File: src/sv/slid_pkg.sv
// Package for the sorted list insert/delete unit: sizes, value and op types,
// and the link structs passed between neighboring storage cells.
// No dependencies.
`default_nettype none

package slid_pkg;

  localparam int CAPACITY   = 16;
  localparam int VALUE_BITS = 32;
  localparam int COUNT_BITS = $clog2(CAPACITY + 1);

  // Stream widths, padded to whole bytes
  localparam int IN_DATA_BITS  = ((VALUE_BITS + 7) / 8) * 8;
  localparam int OUT_DATA_BITS = ((VALUE_BITS + COUNT_BITS + 7) / 8) * 8;

  typedef logic signed [VALUE_BITS-1:0] value_t;
  typedef logic [COUNT_BITS-1:0]        count_t;

  typedef enum logic {
    OP_INSERT = 1'b0,
    OP_DELETE = 1'b1
  } op_t;

  // Handed rightward: what the left neighbor holds and how it compares
  typedef struct packed {
    logic   valid;
    logic   here;   // neighbor is empty or holds a value not below the key
    logic   hit;    // a match was found at or left of the neighbor
    value_t value;
  } fwd_link_t;

  // Handed leftward: the right neighbor's contents for a delete shift
  typedef struct packed {
    logic   valid;
    value_t value;
  } bwd_link_t;

  // Per-beat commands broadcast to every cell
  typedef struct packed {
    logic   ins_en;
    logic   del_en;
    value_t key;
  } cell_cmd_t;

endpackage

`default_nettype wire

File: src/sv/slid_cell.sv
// One storage cell of the sorted row: holds a value and its valid bit,
// compares against the broadcast key and shifts with its neighbors.
// Depends on slid_pkg.
`default_nettype none

module slid_cell (
  input  wire                  clk,
  input  wire                  rst,
  input  slid_pkg::cell_cmd_t  cmd,
  input  slid_pkg::fwd_link_t  from_left,
  input  slid_pkg::bwd_link_t  from_right,
  output slid_pkg::fwd_link_t  to_right,
  output slid_pkg::bwd_link_t  to_left
);
  import slid_pkg::*;

  value_t entry;
  logic   valid;
  logic   here;
  logic   match;
  logic   hit;

  // Empty cells count as "not smaller" so an insert lands at the tail
  assign here  = !valid || (entry >= cmd.key);
  assign match = valid && (entry == cmd.key);
  assign hit   = from_left.hit || match;

  assign to_right = '{valid: valid, here: here, hit: hit, value: entry};
  assign to_left  = '{valid: valid, value: entry};

  always_ff @(posedge clk) begin
    if (rst) begin
      valid <= 1'b0;
    end else if (cmd.ins_en && here) begin
      valid <= valid || from_left.valid;
    end else if (cmd.del_en && hit) begin
      valid <= from_right.valid;
    end
  end

  always_ff @(posedge clk) begin
    if (cmd.ins_en && here) begin
      entry <= from_left.here ? from_left.value : cmd.key;
    end else if (cmd.del_en && hit) begin
      entry <= from_right.value;
    end
  end

endmodule

`default_nettype wire

File: src/sv/sorted_list_insert_delete_unit.sv
// Sorted list insert/delete unit: a ascending row of compare-and-shift cells
// with a registered result stage. Depends on slid_pkg and slid_cell.
//
// The unit keeps up to CAPACITY signed values in ascending order in a row of
// cells, cell 0 holding the smallest. Each input beat carries an op in tuser
// (0 insert, 1 delete) and a value in tdata. An insert goes in front of the
// first entry that is not smaller, so duplicates are kept; into a full list
// it is refused with ok low. A delete removes the first entry equal to the
// value, returning it in removed_value with ok high, or ok low and zero when
// absent. Every beat yields exactly one result beat, which also reports the
// entry count after the operation. Every cell compares against the
// broadcast value and shifts with its neighbor in the same edge, and the
// result appears in the output register on the next cycle, so a new beat
// is taken each cycle while the output is free or being drained. The
// longest path is the delete match chain rippling through all CAPACITY
// cells.
`default_nettype none

module sorted_list_insert_delete_unit (
  input  wire                                 clk,
  input  wire                                 rst,
  input  wire                                 s_axis_tvalid,
  output logic                                s_axis_tready,
  input  wire  [slid_pkg::IN_DATA_BITS-1:0]   s_axis_tdata,  // [31:0] value
  input  wire                                 s_axis_tuser,  // [0] op
  output logic                                m_axis_tvalid,
  input  wire                                 m_axis_tready,
  output logic [slid_pkg::OUT_DATA_BITS-1:0]  m_axis_tdata,  // [31:0] removed_value,
                                                             // [36:32] entry_count
  output logic                                m_axis_tuser   // [0] ok
);
  import slid_pkg::*;

  fwd_link_t fwd [CAPACITY+1];
  bwd_link_t bwd [CAPACITY+1];
  cell_cmd_t cmd;

  logic                accept;
  op_t                 op;
  value_t              key;
  logic                full;
  logic                found;
  logic [CAPACITY-1:0] valid_vec;

  count_t stored_count;
  count_t count_next;
  logic   ok_next;
  value_t removed_next;

  // Output register
  logic   out_valid;
  logic   ok;
  value_t removed_value;
  count_t entry_count;

  assign s_axis_tready = !out_valid || m_axis_tready;
  assign accept        = s_axis_tvalid && s_axis_tready;
  assign op            = op_t'(s_axis_tuser);
  assign key           = s_axis_tdata[VALUE_BITS-1:0];
  assign full          = (stored_count == count_t'(CAPACITY));

  // Left edge: an always-valid boundary that is smaller than any key
  assign fwd[0]        = '{valid: 1'b1, here: 1'b0, hit: 1'b0, value: '0};
  // Right edge: empty, so the tail cell drains on a delete shift
  assign bwd[CAPACITY] = '{valid: 1'b0, value: '0};

  assign cmd.key    = key;
  assign cmd.ins_en = accept && (op == OP_INSERT) && !full;
  assign cmd.del_en = accept && (op == OP_DELETE);

  for (genvar i = 0; i < CAPACITY; i++) begin : g_cell
    slid_cell u_cell (
      .clk       (clk),
      .rst       (rst),
      .cmd       (cmd),
      .from_left (fwd[i]),
      .from_right(bwd[i+1]),
      .to_right  (fwd[i+1]),
      .to_left   (bwd[i])
    );
    assign valid_vec[i] = bwd[i].valid;
  end

  // The match chain leaves the last cell high when any entry matched
  assign found = fwd[CAPACITY].hit;

  always_comb begin
    count_next   = stored_count;
    ok_next      = 1'b0;
    removed_next = '0;
    unique case (op)
      OP_INSERT: begin
        if (!full) begin
          count_next = stored_count + count_t'(1);
          ok_next    = 1'b1;
        end
      end
      OP_DELETE: begin
        // A match means the removed entry equals the key itself
        if (found) begin
          count_next   = stored_count - count_t'(1);
          ok_next      = 1'b1;
          removed_next = key;
        end
      end
      default: ;
    endcase
  end

  always_ff @(posedge clk) begin
    if (rst) begin
      stored_count <= '0;
      out_valid    <= 1'b0;
    end else begin
      if (accept) begin
        stored_count <= count_next;
        out_valid    <= 1'b1;
      end else if (m_axis_tready) begin
        out_valid    <= 1'b0;
      end
    end
  end

  // Result payload: load on accept, hold otherwise
  always_ff @(posedge clk) begin
    if (accept) begin
      ok            <= ok_next;
      removed_value <= removed_next;
      entry_count   <= count_next;
    end
  end

  assign m_axis_tvalid = out_valid;
  assign m_axis_tuser  = ok;
  assign m_axis_tdata  = OUT_DATA_BITS'({entry_count, removed_value});

  // Count register agrees with the number of occupied cells
  a_count_matches: assert property (@(posedge clk) disable iff (rst)
    $countones(valid_vec) == int'(stored_count))
    else $error("stored count disagrees with occupied cells");

  // Occupied cells form a contiguous run from cell 0
  a_valid_packed: assert property (@(posedge clk) disable iff (rst)
    (valid_vec & (valid_vec + 1'b1)) == '0)
    else $error("occupied cells are not packed at the low end");

  // An accepted beat always produces a result on the next cycle
  a_result_follows: assert property (@(posedge clk) disable iff (rst)
    accept |=> m_axis_tvalid)
    else $error("accepted beat gave no result");

  // A refused or missed operation reports a zero removed value
  a_miss_zero: assert property (@(posedge clk) disable iff (rst)
    (m_axis_tvalid && !ok) |-> (removed_value == '0))
    else $error("nonzero removed value without ok");

  // A refused insert leaves the list full
  a_refuse_full: assert property (@(posedge clk) disable iff (rst)
    (accept && (op == OP_INSERT) && full) |=> (entry_count == count_t'(CAPACITY)))
    else $error("refused insert changed the count");

endmodule

`default_nettype wire

File: config.mk
export PLATFORM = sky130hd
export DESIGN_NAME = sorted_list_insert_delete_unit
export DESIGN_NICKNAME = d
export VERILOG_FILES = /design/src/sv/slid_pkg.sv /design/src/sv/slid_cell.sv /design/src/sv/sorted_list_insert_delete_unit.sv
export SDC_FILE = /design/constraint.sdc
export NUM_CORES = 2
export LEC_CHECK = 0
export BUFFER_PORTS_ARGS = -buffer_cell sky130_fd_sc_hd__buf_2
export CORE_ASPECT_RATIO = 1.75
export CORE_MARGIN = 3
export CORE_UTILIZATION = 30
export CTS_CLUSTER_SIZE = 24
export DETAILED_ROUTE_END_ITERATION = 7
export PLACE_DENSITY = 0.43
export SYNTH_ARGS = -nofsm -noshare
export SYNTH_HDL_FRONTEND = slang
export SYNTH_SLANG_ARGS = --single-unit
File: constraint.sdc
create_clock -name clk -period 8.5 [get_ports clk]
set_input_delay 1.275 -clock clk [delete_from_list [all_inputs] [get_ports clk]]
set_output_delay 1.275 -clock clk [all_outputs]
set_load 0.1 [all_outputs]
==> reports/metrics.csv <==
metric,value,unit
grt_pass1_vias,33111,
drive_gt1_frac,0.149,
cts_hold_buffers,0,
synth_compound_area_frac,0.138,
finalWirelength,163,mm
h-tree-depth,2,
cts.clk_slew.worst_paths,0.07,ns
post-route-period-util,0.684,
synth_ff_type,edfxtp_1,
synth_top_area_share,0.400,
crit_type,in -> reg,
gp_congestion,0.905,
cts.sinks,572,
r2r_slack,3.94,ns
setup_tns,0,ns
synth-xor-area-share,0.000636,
start_util,0.303,
hpwl,123,mm
powerDensity,170,mW/mm^2
cts_buffers,60,
period_minus_slack,5.81,ns
die-area,0.142,mm^2
synth_seq_cells,572,
vias,31858,
worstSkewPairLatency,0.68,ns
drc,0,
post_cts_buffers,0,
status,finished with violations,
hp-class,reg -> reg,
path_depth,12,
synth-async-reset-ratio,0,
grt_usage,0.223,
grt_pass1_wl,234,mm
whs,0.524,ns
synthMuxAreaShare,0.159,
rr_worst_depth,9,
first_iter_violations,2137,
cts_buffer_depth,3,
synth_area_leaders,"edfxtp_1, ha_1, mux2i_1",
port_buffers,76,
yosysTopAreaCell,edfxtp_1,
antenna_found_initial,3,
crit_path_max_fanout,18,
dp.cells,5634,
hold_violations,0,
via_per_inst,5.54,
violations,max-capacitance violations,
stdcell_count,5747,
ys_warn_count,0,
netlist_instances,3889,
io_pins,80,
critical_path.slowest_cell,a2111oi_1,
p_leak,18.5,nW
cp.required,8.92,ns
worstSetupStartpointType,input pin,
worstHoldPathCells,2,
ant_nets,0,
yosys.area_share.simple,0.103,
critPathArrivalTime,6.23,ns
synthAdderAreaFrac,0.156,
place_ws,2.05,ns
cts_tree,built,
die-height,497,um
grt_max_degree,94,
clock.fmax,172,MHz
synth_cell_types,79,
path_buf_inv,3,
core_area,0.136,mm^2
tightest_slew,1.45,ns
drt_first_pass_iters,5,
die_w,287,um
finalSetupViolations,0,
grt_setup_unrepaired,no,
cp_top_family,simple AND/OR/NAND/NOR gates,
crit_chain,buf_2 -> inv_1 -> ha_1 -> nand4_1 -> nor4_1 -> and3_1 -> nand2b_1 -> a2111oi_1 -> mux2i_4 -> nand2_2 -> buf_4 -> mux2_2,
fin_nets,4437,
syn_to_final_growth,11.4,%
cts-root-buf,clkbuf_16,
critPathMaxStageDelay,1.01,ns
syn_area_per_cell,10.6,um^2
combPwrFrac,0.203,
power_frac_seq,0.446,
setup_ws,2.69,ns
end_kind,flip-flop,
switchingPower,2.45,mW
cts-resized-gates,0,
max-vdd-ir-drop,203,uV
overflow,0,
synth_edf_count,550,
relSlewSlack,0.0187,
yosysSeqAreaShare,0.410,
fin_skew,0.0279,ns
rows,179,
maxSlewViolCount,0,
syn_area,0.0413,mm^2
synth_top_family_by_area,multiplexers,
nFillCells,13765,
cap_viol_max_count,1,
post_drt_wl_per_cell,28.3,um
netSwitchingFraction,0.314,
clkPwrFrac,0.351,
internal_power,5.35,mW
## cell usage in the layout (no fill, tap or decap), types with 12 or more instances in the layout
cell and count:
a31oi_1 81, and2_1 43, mux2i_1 332, nand3_1 92
buf_2 76, inv_1 102, nor2b_1 21, o21a_1 16
clkbuf_1 13, a21oi_1 401, nand2b_1 16, clkinv_2 14
nand2_1 217, a21o_1 62, nor4_1 20, clkbuf_16 62
buf_4 106, ha_1 514, mux2_1 27, nor3_1 85
dfxtp_1 22, mux2_2 254, o211ai_1 24, nand4_1 113
and3_1 12, and4_1 17, o21ai_0 245, nor2_1 157
a211oi_1 27, edfxtp_1 550
## state kept, by name (all words and copies together), names as in the netlist
name and flops:
entry_count 5, g_cell.u_cell.entry 512, stored_count 5, m_axis_tuser 1, m_axis_tvalid 1, removed_value 32, g_cell.u_cell.valid 16
## through the flow
stage | instance area, um^2 | utilization | total power, mW
2_1_floorplan | 41300 | - | 4.51
3_3_place_gp | 44100 | 0.323 | 5.12
3_5_place_dp | 44100 | 0.323 | 5.13
4_1_cts | 46000 | 0.337 | 7.88
5_1_grt | 46000 | 0.337 | 8.13
6_report | 46000 | 0.337 | 7.81
## worst reg2reg max path, stage by stage (launching register included)
cell,delay [ns]
edfxtp_1,0.43
ha_1,0.42
nand4_1,0.27
or4_1,0.68
or3_1,0.38
o211ai_1,0.57
nor2_1,0.11
a21oi_1,0.31
or2_2,0.68
buf_4,0.38
## cell families after synthesis
family,count (synthesis)
adders and majority gates,514
DFF,572
muxes,621
AOI/OAI and AO/OA,971
buffers and inverters,354
other,1
and+or+nand+nor,853
xor gates and xnor gates,3
## layout make-up
type,instances,area (um^2),area share
multi-input cells,2965,23300,0.506
flip-flops and latches,572,17000,0.368
well taps,1810,2260,0.0492
clock buffers,78,1640,0.0357
repair buffers,184,1220,0.0264
inverters,103,387,0.00840
clock inverters,32,264,0.00574
diodes,3,7.51,0.000163
## metal layers
metal / up-vias / global-route usage / wire length [um]
met3: 300 / 0.0172 / 4470
met2: 729 / 0.433 / 88500
li1: 14972 / - / -
met5: - / 0 / 0
met1: 15857 / 0.228 / 58000
met4: 0 / 0.138 / 11700
## power groups by stage
stage	registers (mW)	clock network, mW	logic [mW]
after floorplan	3.52	0	0.992
after global placement	3.54	0	1.58
after detailed placement	3.54	0	1.58
after CTS	3.48	2.81	1.59
after global routing	3.50	2.89	1.74
final	3.48	2.74	1.58
## path summary, 6_finish.rpt
kind                                                              to                                 start
worst max register to register  g_cell[13].u_cell.entry[4]$_DFFE_PP_  g_cell[1].u_cell.entry[31]$_DFFE_PP_
worst max-delay path            g_cell[0].u_cell.entry[25]$_DFFE_PP_                      s_axis_tdata[22]
worst min-delay path            g_cell[14].u_cell.valid$_SDFFE_PP0P_  g_cell[14].u_cell.valid$_SDFFE_PP0P_
worst min register to register  g_cell[14].u_cell.valid$_SDFFE_PP0P_  g_cell[14].u_cell.valid$_SDFFE_PP0P_
## synthesized netlist by cell type (6+ instances only)
library cell and n:
o2111ai_1 6, mux2i_1 340, a211o_1 7, buf_1 10, or2_2 9, mux2_1 27, ha_1 514, nor3_1 87
nor4_1 23, a21oi_1 402, nor4bb_1 7, mux2_2 254, and4_1 17, a2111oi_0 13, a211oi_1 27, o21ai_0 251
o211ai_1 24, dfxtp_1 22, nor2_1 158, nor2b_1 21, a21o_1 63, nand3_1 95, clkbuf_1 192, a31oi_1 81
edfxtp_1 550, or3_1 8, nand2b_1 18, o31ai_1 8, o21a_1 17, inv_1 102, buf_2 46, and3_1 12
a221oi_1 8, and2_1 43, nand4_1 113, nand2_1 223
(Power assumes the default switching activity.)
